`src/rtl/mmad_pkg.sv`:
```
// Shared types and constants for the min/max/average decimator.
// Used by every module of the block; depends on nothing.
package mmad_pkg;

  // Field and state widths
  localparam int unsigned SampleWidth   = 32;
  localparam int unsigned TimeWidth     = 63;
  localparam int unsigned SumWidth      = 48;
  localparam int unsigned CountWidth    = 16;
  localparam int unsigned RingWidth     = 13;
  localparam int unsigned SlotWidth     = 12;
  localparam int unsigned CfgDataWidth  = 16;
  localparam int unsigned CfgIndexWidth = 2;

  // Largest ring length the slot counter supports
  localparam int unsigned MaxPoints = 4096;

  // Configuration register indexes
  localparam logic [CfgIndexWidth-1:0] CfgSamplesPerPoint = CfgIndexWidth'(0);
  localparam logic [CfgIndexWidth-1:0] CfgPointsInUse     = CfgIndexWidth'(1);

  // Configuration reset values
  localparam logic [CountWidth-1:0] SppReset = CountWidth'(1);
  localparam logic [RingWidth-1:0]  PtsReset = RingWidth'(MaxPoints);

  // Extremes of the sample range, used as empty-block min/max
  localparam logic signed [SampleWidth-1:0] SampleMax = {1'b0, {(SampleWidth-1){1'b1}}};
  localparam logic signed [SampleWidth-1:0] SampleMin = {1'b1, {(SampleWidth-1){1'b0}}};

  typedef struct packed {
    logic signed [SampleWidth-1:0] sample;
    logic [TimeWidth-1:0]          timestamp;
  } in_word_t;

  typedef struct packed {
    logic signed [SampleWidth-1:0] average;
    logic signed [SampleWidth-1:0] minimum;
    logic signed [SampleWidth-1:0] maximum;
    logic [TimeWidth-1:0]          start_time;
    logic [SlotWidth-1:0]          slot;
    logic [RingWidth-1:0]          filled_count;
  } out_word_t;

  // Commands from the controller to the datapath
  typedef struct packed {
    logic accept;     // take the input word into the running stats
    logic div_start;  // block completes with this word: snapshot and divide
    logic load_out;   // move the finished point into the output register
  } ctrl_cmd_t;

  // Status from the datapath to the controller
  typedef struct packed {
    logic block_done;  // the next accepted word completes a block
    logic div_done;    // quotient is ready
  } dp_status_t;

endpackage

```
`src/rtl/mmad_div.sv`:
```
// Restoring divider, one quotient bit per cycle, for the block average.
// Depends on mmad_pkg for widths.
module mmad_div (
  input  logic                            clk_i,
  input  logic                            rst_ni,
  input  logic                            start_i,
  input  logic [mmad_pkg::SumWidth-1:0]   dividend_i,
  input  logic [mmad_pkg::CountWidth-1:0] divisor_i,
  output logic [mmad_pkg::SumWidth-1:0]   quotient_o,
  output logic                            done_o
);
  import mmad_pkg::*;

  localparam int unsigned StepWidth = $clog2(SumWidth);
  localparam logic [StepWidth-1:0] LastStep = StepWidth'(SumWidth - 1);

  logic                  busy_q, busy_d;
  logic                  done_q, done_d;
  logic [StepWidth-1:0]  step_q, step_d;
  logic [SumWidth-1:0]   quo_q, quo_d;
  logic [CountWidth-1:0] rem_q, rem_d;
  logic [CountWidth-1:0] dvs_q, dvs_d;
  logic [CountWidth:0]   rem_shift;
  logic                  fits;

  // Shift in the next dividend bit and try a subtract
  assign rem_shift = {rem_q, quo_q[SumWidth-1]};
  assign fits      = rem_shift >= {1'b0, dvs_q};

  always_comb begin
    busy_d = busy_q;
    done_d = 1'b0;
    step_d = step_q;
    quo_d  = quo_q;
    rem_d  = rem_q;
    dvs_d  = dvs_q;
    if (start_i) begin
      busy_d = 1'b1;
      step_d = '0;
      quo_d  = dividend_i;
      rem_d  = '0;
      dvs_d  = divisor_i;
    end else if (busy_q) begin
      quo_d = {quo_q[SumWidth-2:0], fits};
      rem_d = fits ? CountWidth'(rem_shift - {1'b0, dvs_q}) : rem_shift[CountWidth-1:0];
      step_d = step_q + StepWidth'(1);
      if (step_q == LastStep) begin
        busy_d = 1'b0;
        done_d = 1'b1;
      end
    end
  end

  // Control state
  always_ff @(posedge clk_i or negedge rst_ni) begin
    if (!rst_ni) begin
      busy_q <= 1'b0;
      done_q <= 1'b0;
      step_q <= '0;
    end else begin
      busy_q <= busy_d;
      done_q <= done_d;
      step_q <= step_d;
    end
  end

  // Working registers
  always_ff @(posedge clk_i) begin
    quo_q <= quo_d;
    rem_q <= rem_d;
    dvs_q <= dvs_d;
  end

  assign quotient_o = quo_q;
  assign done_o     = done_q;

endmodule

```
`src/rtl/mmad_dp.sv`:
```
// Datapath: running sum/min/max, block start time, ring slot and fill count,
// average divider and the output register. Depends on mmad_pkg and mmad_div.
module mmad_dp (
  input  logic                            clk_i,
  input  logic                            rst_ni,
  input  mmad_pkg::ctrl_cmd_t             cmd_i,
  output mmad_pkg::dp_status_t            status_o,
  input  mmad_pkg::in_word_t              in_word_i,
  input  logic [mmad_pkg::CountWidth-1:0] spp_i,
  input  logic [mmad_pkg::RingWidth-1:0]  pts_i,
  output mmad_pkg::out_word_t             out_word_o
);
  import mmad_pkg::*;

  // Running block state
  logic signed [SumWidth-1:0]    sum_q;
  logic signed [SampleWidth-1:0] min_q, max_q;
  logic [CountWidth-1:0]         cnt_q;
  logic [TimeWidth-1:0]          start_q;
  logic [SlotWidth-1:0]          wslot_q;
  logic [RingWidth-1:0]          filled_q;

  // Snapshot of a completed block while the average is divided
  logic signed [SampleWidth-1:0] res_min_q, res_max_q;
  logic [TimeWidth-1:0]          res_start_q;
  logic [SlotWidth-1:0]          res_slot_q;
  logic [RingWidth-1:0]          res_fill_q;
  logic                          res_neg_q;
  out_word_t                     out_q;

  logic [CountWidth-1:0]         len_eff;
  logic [RingWidth-1:0]          ring_eff;
  logic [CountWidth:0]           cnt_inc;
  logic                          block_done;
  logic signed [SumWidth-1:0]    sample_ext, sum_new;
  logic signed [SampleWidth-1:0] min_new, max_new;
  logic [TimeWidth-1:0]          start_new;
  logic [RingWidth-1:0]          slot_cur, slot_inc, slot_next;
  logic [RingWidth:0]            fill_inc;
  logic [RingWidth-1:0]          fill_next;
  logic [SumWidth-1:0]           sum_mag;
  logic [SumWidth-1:0]           quotient, avg_full;
  logic                          div_done;

  // Clamp the configuration to usable values
  assign len_eff = (spp_i == '0) ? CountWidth'(1) : spp_i;
  always_comb begin
    if (pts_i == '0) begin
      ring_eff = RingWidth'(1);
    end else if (pts_i > RingWidth'(MaxPoints)) begin
      ring_eff = RingWidth'(MaxPoints);
    end else begin
      ring_eff = pts_i;
    end
  end

  // Block completes once the count reaches the length
  assign cnt_inc    = {1'b0, cnt_q} + (CountWidth+1)'(1);
  assign block_done = cnt_inc >= {1'b0, len_eff};

  // Fold the incoming sample into the running stats
  assign sample_ext = {{(SumWidth-SampleWidth){in_word_i.sample[SampleWidth-1]}},
                       in_word_i.sample};
  assign sum_new    = sum_q + sample_ext;
  assign min_new    = (in_word_i.sample < min_q) ? in_word_i.sample : min_q;
  assign max_new    = (in_word_i.sample > max_q) ? in_word_i.sample : max_q;
  assign start_new  = (cnt_q == '0) ? in_word_i.timestamp : start_q;
  assign sum_mag    = sum_new[SumWidth-1] ? SumWidth'(-sum_new) : SumWidth'(sum_new);

  // Ring slot for this point and the one after; restart at zero past a shrunk ring
  assign slot_cur  = ({1'b0, wslot_q} >= ring_eff) ? '0 : {1'b0, wslot_q};
  assign slot_inc  = slot_cur + RingWidth'(1);
  assign slot_next = (slot_inc >= ring_eff) ? '0 : slot_inc;
  assign fill_inc  = {1'b0, filled_q} + (RingWidth+1)'(1);
  assign fill_next = (fill_inc > {1'b0, ring_eff}) ? ring_eff : fill_inc[RingWidth-1:0];

  // Running state: update on accept, clear when the block completes
  always_ff @(posedge clk_i or negedge rst_ni) begin
    if (!rst_ni) begin
      sum_q    <= '0;
      min_q    <= SampleMax;
      max_q    <= SampleMin;
      cnt_q    <= '0;
      start_q  <= '0;
      wslot_q  <= '0;
      filled_q <= '0;
    end else if (cmd_i.div_start) begin
      sum_q    <= '0;
      min_q    <= SampleMax;
      max_q    <= SampleMin;
      cnt_q    <= '0;
      start_q  <= start_new;
      wslot_q  <= slot_next[SlotWidth-1:0];
      filled_q <= fill_next;
    end else if (cmd_i.accept) begin
      sum_q   <= sum_new;
      min_q   <= min_new;
      max_q   <= max_new;
      cnt_q   <= cnt_inc[CountWidth-1:0];
      start_q <= start_new;
    end
  end

  // Hold the completed block's fields during the division
  always_ff @(posedge clk_i) begin
    if (cmd_i.div_start) begin
      res_min_q   <= min_new;
      res_max_q   <= max_new;
      res_start_q <= start_new;
      res_slot_q  <= slot_cur[SlotWidth-1:0];
      res_fill_q  <= fill_next;
      res_neg_q   <= sum_new[SumWidth-1];
    end
  end

  mmad_div u_div (
    .clk_i      (clk_i),
    .rst_ni     (rst_ni),
    .start_i    (cmd_i.div_start),
    .dividend_i (sum_mag),
    .divisor_i  (cnt_inc[CountWidth-1:0]),
    .quotient_o (quotient),
    .done_o     (div_done)
  );

  // Restore the sign: truncation toward zero
  assign avg_full = res_neg_q ? SumWidth'(-quotient) : quotient;

  // Output register
  always_ff @(posedge clk_i) begin
    if (cmd_i.load_out) begin
      out_q.average      <= avg_full[SampleWidth-1:0];
      out_q.minimum      <= res_min_q;
      out_q.maximum      <= res_max_q;
      out_q.start_time   <= res_start_q;
      out_q.slot         <= res_slot_q;
      out_q.filled_count <= res_fill_q;
    end
  end

  assign out_word_o          = out_q;
  assign status_o.block_done = block_done;
  assign status_o.div_done   = div_done;

endmodule

```
`src/rtl/mmad_ctrl.sv`:
```
// Controller: input and output handshakes and the accumulate/divide sequence.
// Depends on mmad_pkg for the command and status structs.
module mmad_ctrl (
  input  logic                 clk_i,
  input  logic                 rst_ni,
  input  logic                 in_valid_i,
  output logic                 in_ready_o,
  output logic                 out_valid_o,
  input  logic                 out_ready_i,
  input  mmad_pkg::dp_status_t status_i,
  output mmad_pkg::ctrl_cmd_t  cmd_o
);
  import mmad_pkg::*;

  localparam logic [1:0] StAcc  = 2'd0;
  localparam logic [1:0] StDiv  = 2'd1;
  localparam logic [1:0] StHold = 2'd2;

  logic [1:0] state_q, state_d;
  logic       out_valid_q, out_valid_d;
  logic       in_acc;
  logic       out_free;

  assign in_ready_o = (state_q == StAcc);
  assign in_acc     = in_valid_i && in_ready_o;
  assign out_free   = !out_valid_q || out_ready_i;

  // Sequence: accumulate, divide on a full block, then hand off the point
  always_comb begin
    state_d         = state_q;
    cmd_o.accept    = in_acc;
    cmd_o.div_start = 1'b0;
    cmd_o.load_out  = 1'b0;
    case (state_q)
      StAcc: begin
        if (in_acc && status_i.block_done) begin
          cmd_o.div_start = 1'b1;
          state_d         = StDiv;
        end
      end
      StDiv: begin
        if (status_i.div_done) begin
          if (out_free) begin
            cmd_o.load_out = 1'b1;
            state_d        = StAcc;
          end else begin
            state_d = StHold;
          end
        end
      end
      StHold: begin
        if (out_free) begin
          cmd_o.load_out = 1'b1;
          state_d        = StAcc;
        end
      end
      default: begin
        state_d = StAcc;
      end
    endcase
  end

  // Output valid: set on load, drop when the word is taken
  always_comb begin
    out_valid_d = out_valid_q;
    if (cmd_o.load_out) begin
      out_valid_d = 1'b1;
    end else if (out_ready_i) begin
      out_valid_d = 1'b0;
    end
  end

  always_ff @(posedge clk_i or negedge rst_ni) begin
    if (!rst_ni) begin
      state_q     <= StAcc;
      out_valid_q <= 1'b0;
    end else begin
      state_q     <= state_d;
      out_valid_q <= out_valid_d;
    end
  end

  assign out_valid_o = out_valid_q;

endmodule

```
`src/rtl/min_max_avg_decimator_top.sv`:
```
// Min/max/average decimator top level: configuration registers, controller, datapath.
// A word that does not complete a block is only accumulated; a completing word starts a
// one-bit-per-cycle divide of the block sum, and its point moves to the output register
// once the divide is done and that register is free. Input is held off until then.
// The output register lets a point wait while the next block accumulates.
// Reset (async, active low) clears the running stats, ring position and valids.
module min_max_avg_decimator_top (
  input  logic                               clk_i,
  input  logic                               rst_ni,
  input  logic                               in_valid_i,
  output logic                               in_ready_o,
  input  mmad_pkg::in_word_t                 in_word_i,
  output logic                               out_valid_o,
  input  logic                               out_ready_i,
  output mmad_pkg::out_word_t                out_word_o,
  input  logic                               cfg_valid_i,
  output logic                               cfg_ready_o,
  input  logic [mmad_pkg::CfgIndexWidth-1:0] cfg_index_i,
  input  logic [mmad_pkg::CfgDataWidth-1:0]  cfg_data_i
);
  import mmad_pkg::*;

  logic [CountWidth-1:0] spp_q;
  logic [RingWidth-1:0]  pts_q;
  ctrl_cmd_t             cmd;
  dp_status_t            status;

  assign cfg_ready_o = 1'b1;

  // Configuration registers
  always_ff @(posedge clk_i or negedge rst_ni) begin
    if (!rst_ni) begin
      spp_q <= SppReset;
      pts_q <= PtsReset;
    end else if (cfg_valid_i) begin
      case (cfg_index_i)
        CfgSamplesPerPoint: spp_q <= cfg_data_i[CountWidth-1:0];
        CfgPointsInUse:     pts_q <= cfg_data_i[RingWidth-1:0];
        default: ;
      endcase
    end
  end

  mmad_ctrl u_ctrl (
    .clk_i       (clk_i),
    .rst_ni      (rst_ni),
    .in_valid_i  (in_valid_i),
    .in_ready_o  (in_ready_o),
    .out_valid_o (out_valid_o),
    .out_ready_i (out_ready_i),
    .status_i    (status),
    .cmd_o       (cmd)
  );

  mmad_dp u_dp (
    .clk_i      (clk_i),
    .rst_ni     (rst_ni),
    .cmd_i      (cmd),
    .status_o   (status),
    .in_word_i  (in_word_i),
    .spp_i      (spp_q),
    .pts_i      (pts_q),
    .out_word_o (out_word_o)
  );

endmodule

```
`config.mk`:
```
export PLATFORM = sky130hd
export DESIGN_NAME = min_max_avg_decimator_top
export DESIGN_NICKNAME = d
export VERILOG_FILES = /design/src/rtl/mmad_pkg.sv /design/src/rtl/mmad_div.sv /design/src/rtl/mmad_dp.sv /design/src/rtl/mmad_ctrl.sv /design/src/rtl/min_max_avg_decimator_top.sv
export SDC_FILE = /design/constraint.sdc
export NUM_CORES = 1
export LEC_CHECK = 0
export BUFFER_PORTS_ARGS = -buffer_cell sky130_fd_sc_hd__buf_2
export CAP_MARGIN = 25
export CORE_ASPECT_RATIO = 0.8
export CORE_MARGIN = 1
export CORE_UTILIZATION = 45
export DETAILED_ROUTE_END_ITERATION = 8
export GPL_ROUTABILITY_DRIVEN = 0
export PLACE_DENSITY = 0.69
export SLEW_MARGIN = 30
export SYNTH_ARGS = -nofsm -noshare
export SYNTH_HDL_FRONTEND = slang
export SYNTH_SLANG_ARGS = --single-unit
export TNS_END_PERCENT = 100
```
`constraint.sdc`:
```
create_clock -name clk_i -period 13 [get_ports clk_i]
set_input_delay 1.3 -clock clk_i [delete_from_list [all_inputs] [get_ports clk_i]]
set_output_delay 1.3 -clock clk_i [all_outputs]
set_load 0.01 [all_outputs]
```
==> results.md, run 1 <==
- Critical Path End Type: flip-flop
- Nets: 3696
- R2r startpoint: pts_q[1]
- Synthesis warning total: 0
- RR Endpoint: u_dp.wslot_q[11]
- Synthesized instance count: 3114
- CTS tree: built
- Seq. cell area: 18810 µm²
- Setup repair bufs after CTS: 0
- Seq/Total Area, Yosys: 54.52%
- Total number of vias: 24.82k
- Post-synth ARST share: 38.04%
- Data required, critical path: 13.55 ns
- Initial DRC count: 2103
- Synth unique cells: 103
- Yosys reg bits: 673
- Synth Area per Inst: 11.08 µm²
- Vias per Instance: 5.570
- Clock Sinks: 673
- Largest net degree at the start of global routing: 135
- Multi-input logic area: 14600 µm²
- DP HPWL: 58770 µm
- Synth cell count leaders: nand2_1 (505), edfxtp_1 (401), dfrtp_1 (222)
- Synth top area cells: edfxtp_1 (35%), dfrtp_1 (16%), ha_1 (6.9%)
- Starting Density: 45.59%
- Port buffer count: 303
- PwrDens: 229.7 nW/µm²
- Non-Filler Instances: 4457
- Setup slack after layout: 6.981 ns
- CTS Root Cell: clkbuf_16
- Switching Fraction: 37.16%
- Hold path start: u_dp.res_max_q[1]
- Worst hold path type: reg2reg
- Clock Skew: 0.02018 ns
- Hold slack: 0.4158 ns
- CTS resizes: 0
- Comb pwr share: 40.9%
- Final hold violation count: 0
- Leakage: 16.75 nW
- FILL cells: 6615
- Cts hold-fix bufs: 0
- R2R Setup Slk: 6.98 ns
- Mapped Area: 34500 µm²
- Core ar.: 75670 µm²
- Die Area: 77780 µm²
- Final setup violation count: 0
- Worst vdd ir: 0.0001076 V
- Pre-antenna DRT Iters: 6
- Hold depth: 0
- Die height: 249.7 µm
- Max Root-Sink Buffers: 3
- Crit-path max FO: 25
- Share of Yosys cell area claimed by the top area cell type: 34.90%
- P_sw: 3.382 mW
- Grt total ovfl: 0
- # diodes: 0
- Placed cells: 4323
- Max Cap Viol: 0
- Clk Latency, worst-skew pair: 0.62 ns
- Pins over their slew limit: 0
- First-pass GRT wire length: 132300 µm
- Flop pwr share: 34.7%
- Final wirelength: 84330 µm
- Rel. slew slack: 35.70%
- Clock share of power: 24.3%
- Worst Hold End: u_dp.out_word_o[89]
- Overall global routing resource usage: 21.41%
- Fin crit period: 6.019 ns
- Crit path kind: reg2reg
- Worst-margin pin slew: 0.9622 ns
- Die width: 311.6 µm
- Worst-path clk slew: 0.06 ns
- Crit path DAT: 6.57 ns
- H-tree levels: 3
- Max Clock Freq: 166.1 MHz
- Post-Place Setup Slack: 7.104 ns
- IO Pins: 305
- DRT antenna net count: 0
- Path depth of the worst reg2reg path: 26
- Layout cells sized above 1: 20.03%
- Worst Setup Start Kind: flip-flop
- Vias in the first global route: 23.51k
- Cell Int Power: 5.719 mW
- Synthesized net count: 3423
- CTS Buf Count: 72
- Top FF cell, synth: edfxtp_1
- Initial antenna violation count: 2
- Post-synth EDFFs: 401
- DRC viols: 0
- Layout overhead on the synthesized area: 14.85%
- FP Rows: 90
- Period Utilization, post-route: 46.30%
- Routed length per instance: 18.92 µm
- Top-count cell post-synth: nand2_1
- Yosys top cell by area: edfxtp_1
- RSZ-0062 raised after global routing: no
- Outcome: completed
- Fin Setup TNS: 0 ns
-- placed cells by master (no fill, tap or decap), drive strengths merged, types with 19 or more instances in the layout --
| master | instances |
|---|---|
| a31oi | 20 |
| ha | 189 |
| nor2b | 38 |
| o21ai | 205 |
| a21oi | 134 |
| o22a | 33 |
| nand3 | 54 |
| and2 | 19 |
| buf | 333 |
| inv | 156 |
| nor4 | 24 |
| and3 | 21 |
| dfstp | 34 |
| xnor2 | 100 |
| mux2 | 151 |
| o21a | 23 |
| clkbuf | 95 |
| nand2b | 26 |
| o31ai | 46 |
| nor3 | 46 |
| xor2 | 45 |
| nand2 | 506 |
| dfrtp | 222 |
| edfxtp | 401 |
| a22o | 33 |
| nor2 | 138 |
| a21o | 48 |
| nand4 | 30 |
| or3 | 23 |
-- logic make-up after synthesis --
logic type / share of synthesized area [%]
fa+ha+maj: 6.971
xor+xnor: 3.703
buf+inv: 3.300
mux: 5.375
compound gates: 12.96
flops: 54.52
other cells: 0.01087
simple gates: 13.15
-- per-layer routing --
metal,vias up,track usage [%],part of all wire (%)
met4,4,5.405,2.0
met2,769,31.05,43
met1,12091,32.23,48
met5,-,0,0.027
met3,125,4.762,7.2
li1,11835,-,-
-- layout make-up --
type / instances / share of cell area, %
Clock buffer: 95 / 5.157
Multi-Input combinational cell: 2153 / 36.85
Clock inverter: 37 / 1.326
Tap cell: 1012 / 3.196
Sequential cell: 673 / 47.48
Timing Repair Buffer: 333 / 4.500
Inverter: 154 / 1.490
-- worst max path at each step --
stage	from	end	slack [ns]	cells after the start
after CTS	pts_q[5]	u_dp.wslot_q[11]	7.06	26
after global placement	pts_q[5]	u_dp.wslot_q[8]	7.20	26
after floorplan	out_ready_i	u_dp.out_word_o[0]	3.25	2
after global routing	pts_q[5]	u_dp.wslot_q[11]	6.42	26
after detailed placement	pts_q[5]	u_dp.wslot_q[11]	7.10	26
final	pts_q[1]	u_dp.wslot_q[11]	6.98	26
-- critical path, cell delays in order, from the launching register on --
cell and delay, ns:
dfrtp_1 0.42, nor4_1 0.30, a31oi_1 0.13, nor2_1 0.31, ha_1 0.30, nand2b_1 0.14
a21o_1 0.17, a21o_1 0.18, a21oi_1 0.15, nor2b_1 0.06, o21ai_0 0.14, a21oi_1 0.10
a2111oi_0 0.73, nor2_1 0.19, buf_4 0.27, nor2_1 0.16, ha_1 0.26, o21a_1 0.11
o21a_1 0.15, o21ai_0 0.15, a21oi_1 0.08, o311ai_0 0.32, a21oi_1 0.12, nor2_1 0.19
o2111ai_2 0.35, o21ai_0 0.31, a21o_1 0.14
-- through the flow --
step           util [%]  power [mW]  cell area (µm²)
6_report          52.36       9.102            39620
4_1_cts           52.30       9.104            39570
5_1_grt           52.36       9.681            39620
3_3_place_gp      48.89       6.776            37000
2_1_floorplan         -       5.892            34500
3_5_place_dp      48.90       6.854            37000
-- registers in the layout (all words and copies together), names as in the netlist --
name                   count
pts_q                     13
spp_q                     16
u_ctrl.out_valid_o         1
u_ctrl.state_q             2
u_dp.cnt_q                16
u_dp.filled_q             13
u_dp.max_q                32
u_dp.min_q                32
u_dp.out_word_o          184
u_dp.res_fill_q           13
u_dp.res_max_q            32
u_dp.res_min_q            32
u_dp.res_neg_q             1
u_dp.res_slot_q           12
u_dp.res_start_q          63
u_dp.start_q              63
u_dp.sum_q                48
u_dp.u_div.busy_q          1
u_dp.u_div.done_o          1
u_dp.u_div.dvs_q          16
u_dp.u_div.quotient_o     48
u_dp.u_div.rem_q          16
u_dp.u_div.step_q          6
u_dp.wslot_q              12
-- power groups by stage --
| stage | logic, mW | clock network, mW | registers (mW) |
|---|---|---|---|
| 2_1_floorplan | 2.82 | 0 | 3.07 |
| 3_3_place_gp | 3.60 | 0 | 3.18 |
| 3_5_place_dp | 3.67 | 0 | 3.19 |
| 4_1_cts | 3.69 | 2.26 | 3.15 |
| 5_1_grt | 4.12 | 2.35 | 3.21 |
| 6_report | 3.73 | 2.21 | 3.16 |
No activity file was read; power rests on OpenSTA's default activity.
==> run 2, diff against run 1 <==
==> constraint.sdc (replaced) <==
create_clock -name clk_i -period 5.8 [get_ports clk_i]
set_input_delay 0.58 -clock clk_i [delete_from_list [all_inputs] [get_ports clk_i]]
set_output_delay 0.58 -clock clk_i [all_outputs]
set_load 0.01 [all_outputs]
==> run 2 against run 1 <==
Compared with the run above:
- the run now ends with negative hold slack left
- power up 120%
- die area unchanged
- setup slack worse by 6.6 ns
- register-to-register slack worse by 6.6 ns
- sequential power up 120%
- critical path depth up 2
- fmax up 11%
- first-iteration DRC count up 9.6%
- global-route usage up 0.23 points
- clock skew up 0.011 ns
- largest cell class unchanged
- largest power group unchanged
==> results.md, run 2 (same netlist as run 1, synthesis figures left out) <==
- Outcome: finished, violations left
- Failing checks: negative hold slack
- Crit path DAT: 5.97 ns (-0.60 ns)
- Routed length per instance: 18.87 µm (-0.28%)
- R2R Setup Slk: 0.40 ns (-6.58 ns)
- Crit path kind: reg2reg
- Post-placement cell area: 37170 µm² (+0.46%)
- Pins over their slew limit: 0 (unchanged)
- Max Cap Viol: 0 (unchanged)
- Port buffer count: 303 (unchanged)
- Hold slack: -0.02982 ns (-0.4456 ns)
- Starting Density: 45.59% (unchanged)
- FILL cells: 6619 (+0.060%)
- Setup repair bufs after CTS: 0 (unchanged)
- Layout overhead on the synthesized area: 14.87% (about the same)
- DRC viols: 0 (unchanged)
- DRT antenna net count: 0 (unchanged)
- Grt total ovfl: 0 (unchanged)
- Max Clock Freq: 185.1 MHz (+11%)
- PwrDens: 507.9 nW/µm² (+120%)
- Data required, critical path: 6.37 ns (-7.18 ns)
- IO Pins: 305 (unchanged)
- Worst vdd ir: 0.0002763 V (+160%)
- H-tree levels: 3 (unchanged)
- Worst Setup Start Kind: flip-flop
- Die height: 249.7 µm (unchanged)
- Max reg flops: 184 (unchanged)
- Nets: 3705 (+0.24%)
- Final wirelength: 84280 µm (about the same)
- Final instance area: 39630 µm² (about the same)
- Most common cell after layout, fill and taps aside: nand2_1
- Period Utilization, post-route: 93.15% (+47 points)
- RR Endpoint: u_dp.wslot_q[4]
- Leakage: 16.75 nW (about the same)
- CTS Buf Count: 71 (-1.4%)
- Pre-antenna DRT Iters: 7 (+1)
- Worst-path clk slew: 0.07 ns (about the same)
- Die Area: 77780 µm² (unchanged)
- Critical Path End Type: flip-flop
- DP HPWL: 58260 µm (-0.86%)
- Final Core Density: 52.37% (about the same)
- Most frequent cells in the layout: nand2_1 (502), edfxtp_1 (401), buf_2 (302)
- Initial antenna violation count: 1 (-1)
- Path depth of the worst reg2reg path: 28 (+7.7%)
- Initial DRC count: 2305 (+9.6%)
- Clk Latency, worst-skew pair: 0.64 ns (+0.02 ns)
- R2r startpoint: pts_q[5]
- Core ar.: 75670 µm² (unchanged)
- Layout cells sized above 1: 20.18% (+0.15 points)
- Rel. slew slack: 36.29% (+0.59 points)
- Largest net degree at the start of global routing: 115 (-15%)
- Slowest CP cell: a2111oi_1
- Clock Skew: 0.03160 ns (+0.01142 ns)
- Overall global routing resource usage: 21.64% (+0.23 points)
- CTS Root Cell: clkbuf_16
- Total number of vias: 24.82k (-0.016%)
- Fin crit period: 5.403 ns (-0.6166 ns)
- First-pass GRT wire length: 134600 µm (+1.7%)
- Final hold violation count: 22 (+22)
- FP Rows: 90 (unchanged)
- Vias per Instance: 5.556 (-0.24%)
- Crit-path max cell delay: 0.48 ns (-0.25 ns)
- Clock Sinks: 673 (unchanged)
- Vias in the first global route: 23.65k (+0.62%)
- CTS tree: built
- Die width: 311.6 µm (unchanged)
- Max Root-Sink Buffers: 3 (unchanged)
- Worst hold path type: in2async
- Worst-margin pin slew: 0.9556 ns (-0.006582 ns)
- Final setup violation count: 0 (unchanged)
- Crit-path max FO: 14 (-44%)
## run 2: changes by cell type in the layout (fill, tap and decap cells not counted), sizes merged
cell,previous run,this run
buf,333,343
clkbuf,95,89
bufinv,12,8
clkinvlp,7,11
inv,156,159
clkinv,16,18
diode,0,1
## run 2: per-layer routing
metal / GRT usage, % / routed length [µm] / part of all wire, % / up-vias
li1: - / - / - / 11872
met1: 32.63 / 40860 / 48 / 12208
met2: 32.48 / 36990 / 44 / 639
met3: 3.656 / 4821 / 5.7 / 99
met4: 4.940 / 1585 / 1.9 / 2
met5: 0 / 17 / 0.020 / -
## run 2: stage by stage
step	instances	TNS [ns]	setup WS (ns)	power [mW]	hold WS, ns
floorplan	3114	0	0.05424	13.20	0.2844
global placement	4334	0	0.4611	15.14	0.4006
detailed placement	4335	0	0.3910	15.31	0.4045
CTS	4466	0	0.3350	20.16	0.03852
global route	4466	-0.05262	-0.02952	21.45	0.04368
finish	4467	0	0.3974	20.13	-0.02982
## run 2: final cells by class
cell class / count / area (µm²) / share of cell area, %
clock inverters: 42 / 473.0 / 1.193
diodes: 1 / 2.502 / 0.006315
repair buffers: 343 / 1926 / 4.859
flip-flops and latches: 673 / 18810 / 47.47
multi-input cells: 2153 / 14600 / 36.83
well taps: 1012 / 1266 / 3.195
clock buffers: 89 / 1968 / 4.966
inverters: 154 / 585.6 / 1.478
## run 2: timing repair
item / CTS / global route
hold buffers: 0 / 0
endpoints found under the setup margin: 0 / 6
gates resized for setup: 0 / 2
## run 2: worst max path at each step
stage          depth (start not counted)  slack (ns)           from               end
2_1_floorplan                         18        0.05  u_dp.cnt_q[2]   u_dp.wslot_q[7]
3_3_place_gp                          28        0.46       pts_q[5]   u_dp.wslot_q[9]
3_5_place_dp                          28        0.39       pts_q[5]   u_dp.wslot_q[9]
4_1_cts                               28        0.34       pts_q[5]   u_dp.wslot_q[4]
5_1_grt                               28       -0.03       pts_q[5]  u_dp.wslot_q[11]
6_report                              28        0.40       pts_q[5]   u_dp.wslot_q[4]
## run 2: where the power goes
| part | switching (mW) | internal (mW) | leakage (nW) |
|---|---|---|---|
| Clock | 1.97 | 2.79 | 1.16 |
| Combinational | 4.82 | 3.48 | 8.55 |
| Sequential | 0.717 | 6.35 | 7.04 |
## run 2: worst max-delay path, delay by kind of cell, from the launching register on
| kind | cells | cell delay, ns |
|---|---|---|
| adders and majority gates | 2 | 0.44 |
| DFF | 1 | 0.40 |
| buffers and inverters | 2 | 0.45 |
| and+or+nand+nor | 8 | 1.23 |
| AOI/OAI and AO/OA | 16 | 2.81 |
==> run 3, diff against run 2 <==
--- a/config.mk
+++ b/config.mk
@@ -5,6 +5,7 @@
 export SDC_FILE = /design/constraint.sdc
 export NUM_CORES = 1
 export LEC_CHECK = 0
+export ABC_AREA = 1
 export BUFFER_PORTS_ARGS = -buffer_cell sky130_fd_sc_hd__buf_2
 export CAP_MARGIN = 25
 export CORE_ASPECT_RATIO = 0.8
==> run 3 against run 2 <==
Compared with the run above:
- the flow now finishes without violations
- final area increased by 3.5%
- global-route usage is 0.88 points higher
- hold slack improved by 0.23 ns
- clock power barely moved
- cell count up 22%
- fmax rose by 2.6%
- non-clock buffer count shrank 13
- area after synthesis is 3.9% higher
- sequential cell count stayed put
- power rose by 6.8%
- count of clock-buffer cells in the layout decreased by 1
- die area rose by 3.9%
- critical path type unchanged
==> results.md, run 3 <==
- CTS Root Cell: clkbuf_16
- Worst Setup Start Kind: flip-flop
- Most common cell after layout, fill and taps aside: nand2_1
- Max Root-Sink Buffers: 3 (unchanged)
- Synthesized instance count: 4063 (+30%)
- Final hold violation count: 0 (-100%)
- Max reg flops: 184 (unchanged)
- Die Area: 80820 µm² (+3.9%)
- Vias per Instance: 5.193 (-6.5%)
- Synth cell count leaders: nand2_1 (1327), inv_1 (518), edfxtp_1 (401)
- Met1 Use GR: 31.59% (-1.0 points)
- Hold slack: 0.2050 ns (+0.2348 ns)
- Worst-path clk slew: 0.06 ns (about the same)
- Busiest grt layer: met2
- Yosys reg bits: 673 (unchanged)
- CTS resizes: 0 (unchanged)
- Max Cap Viol: 0 (unchanged)
- CTS tree: built
- Clk Latency, worst-skew pair: 0.65 ns (about the same)
- DRC viols: 0 (unchanged)
- First-pass GRT wire length: 143200 µm (+6.4%)
- Fin Setup TNS: 0 ns (unchanged)
- Crit path kind: reg2reg
- RSZ-0062 raised after global routing: no
- Setup slack after layout: 0.5362 ns (+0.1388 ns)
- Crit-path max FO: 18 (+4)
- R2R Setup Slk: 0.54 ns (+0.14 ns)
- R2r startpoint: pts_q[1]
- Synth top area cells: edfxtp_1 (34%), dfrtp_1 (15%), nand2_1 (14%)
- Data required, critical path: 6.33 ns (-0.04 ns)
- FILL cells: 7168 (+8.3%)
- Mapped Area: 35850 µm² (+3.9%)
- PwrDens: 523.8 nW/µm² (+3.1%)
- CP dominant cell by count: nand2_1
- DP HPWL: 67090 µm (+15%)
- Layout overhead on the synthesized area: 14.43%
- Met2 Resource Use GR: 34.77% (+2.3 points)
- Nets: 4674 (+26%)
- Final setup violation count: 0 (unchanged)
- Port buffer count: 303 (unchanged)
- Pre-antenna DRT Iters: 6 (-1)
- Grt total ovfl: 0 (unchanged)
- Initial antenna violation count: 6 (+5)
- Crit path DAT: 5.80 ns (-0.17 ns)
- Most frequent cells in the layout: nand2_1 (1324), inv_1 (517), edfxtp_1 (401)
- Rel. slew slack: 25.27% (-11 points)
- Total number of vias: 28.36k (+14%)
- Period Utilization, post-route: 90.76% (-2.4 points)
- Seq/Total Area, Yosys: 52.46% (-2.1 points)
- RR Endpoint: u_dp.wslot_q[0]
- Post-synth ARST share: 38.04% (unchanged)
- Die width: 317.6 µm (+1.9%)
- IO Pins: 305 (unchanged)
- Synth Area per Inst: 8.825 µm² (-20%)
- Worst setup path endpoint: u_dp.wslot_q[0]
- Clock Skew: 0.03231 ns (+0.0007120 ns)
- Pins over their slew limit: 0 (unchanged)
- Routed length per instance: 17.04 µm (-9.7%)
- Final instance area: 41030 µm² (+3.5%)
- Critical Path End Type: flip-flop
- Max Clock Freq: 190.0 MHz (+2.6%)
- Path depth of the worst reg2reg path: 30 (+7.1%)
- Crit-path max cell delay: 0.40 ns (-0.08 ns)
- DRT antenna net count: 0 (unchanged)
- Fin crit period: 5.264 ns (-0.1388 ns)
- CTS Buf Count: 72 (+1.4%)
- M3 GR Usage: 4.788% (+1.1 points)
- Largest net degree at the start of global routing: 129 (+12%)
- Vias in the first global route: 26.10k (+10%)
- H-tree levels: 3 (unchanged)
- FP Rows: 92 (+2.2%)
- Clock Sinks: 673 (unchanged)
- Post-Place Setup Slack: 0.6506 ns (+0.2596 ns)
- Post-synth EDFFs: 401 (unchanged)
- Top FF cell, synth: edfxtp_1
- Worst hold path type: in2reg
- Layout cells sized above 1: 14.69% (-5.5 points)
- Synth unique cells: 67 (-35%)
- Synthesized net count: 4372 (+28%)
- Overall global routing resource usage: 22.52% (+0.88 points)
- Final wirelength: 93070 µm (+10%)
- Final Core Density: 52.03% (-0.34 points)
- Share of Yosys cell area claimed by the top area cell type: 33.58% (-1.3 points)
- Initial DRC count: 2615 (+13%)
- Top-count cell post-synth: nand2_1
- Yosys top cell by area: edfxtp_1
- Crit path from: pts_q[1]
- Worst-margin pin slew: 1.121 ns (+0.1653 ns)
- Worst vdd ir: 0.0002387 V (-14%)
- Leakage: 19.54 nW (+17%)
- Slowest CP cell: dfrtp_1
- Outcome: completed
- Starting Density: 45.47% (-0.12 points)
- Core ar.: 78850 µm² (+4.2%)
- Post-placement cell area: 38540 µm² (+3.7%)
- Die height: 254.5 µm (+1.9%)
- Synthesis warning total: 0 (unchanged)
run 3: cell count changes in the layout (fill, tap and decap cells not counted), moves of 38 or more:
cell,delta
mux2_2,-87
o31ai_1,-41
a21o_1,-46
nand3_1,+153
nor2b_1,-38
nor2_1,+85
xnor2_1,-79
inv_1,+364
o21ai_0,+46
nand2_1,+822
run 3: where the power goes:
group | switching [mW] | leakage [nW] | internal (mW)
clock | 2.03 | 1.20 | 2.76
sequential | 0.672 | 7.00 | 6.55
combinational | 6.36 | 11.3 | 3.13
run 3: repair_timing:
action	CTS	global route
endpoints found under the hold margin	57	0
hold buffers	1	0
setup endpoints to repair	0	0
buffers inserted	0	0
run 3: worst max-delay path: cells and delay by family (launching register included):
kind                     cells  cell delay [ns]
AO/OA/AOI/OAI               10             1.11
adder cells (fa/ha/maj)      2             0.67
buffers and inverters        2             0.22
flip-flops                   1             0.40
AND/OR/NAND/NOR             16             2.76
run 3: how the worst min path moves through the flow:
stage / cells after the start / end / start / slack [ns]
2_1_floorplan: 0 / pts_q[0] / rst_ni / 0.28
3_3_place_gp: 0 / u_dp.out_word_o[69] / u_dp.res_start_q[44] / 0.40
6_report: 3 / spp_q[14] / cfg_data_i[14] / 0.21
4_1_cts: 3 / spp_q[14] / cfg_data_i[14] / 0.18
3_5_place_dp: 0 / u_dp.out_word_o[122] / u_dp.res_min_q[2] / 0.40
5_1_grt: 3 / spp_q[14] / cfg_data_i[14] / 0.23
run 3: per-stage QoR:
stage	instances	total power [mW]
after floorplan	4063	14.11
after global placement	5324	16.35
after detailed placement	5324	16.60
after CTS	5458	21.49
after global routing	5462	23.07
final	5462	21.49
run 3: layout make-up:
class                   count  area, µm²  area share [%]
repair buffers            330       1810           4.413
clock buffers              88       1954           4.763
multi-input cells        2754      14630           35.65
diodes                      4      10.01         0.02440
well taps                1034       1294           3.153
flip-flops and latches    673      18810           45.85
inverters                 534       2012           4.904
clock inverters            45      509.2           1.241
run 3: kinds of logic (layout without fill, tap and decap cells):
group | after synthesis | count (layout) | synth area share (%)
buf+inv | 636 | 997 | 6.857
simple gates | 1949 | 1949 | 22.84
compound gates | 467 | 467 | 7.070
xor+xnor | 83 | 83 | 2.069
fa+ha+maj | 191 | 191 | 6.707
flops | 673 | 673 | 52.46
other cells | 1 | 5 | 0.01046
mux | 63 | 63 | 1.979
run 3: routing by layer:
| layer | up-vias | wire [µm] |
|---|---|---|
| met3 | 171 | 6687 |
| met5 | - | 8 |
| met4 | 2 | 2750 |
| met1 | 13292 | 42780 |
| li1 | 13935 | - |
| met2 | 963 | 40840 |
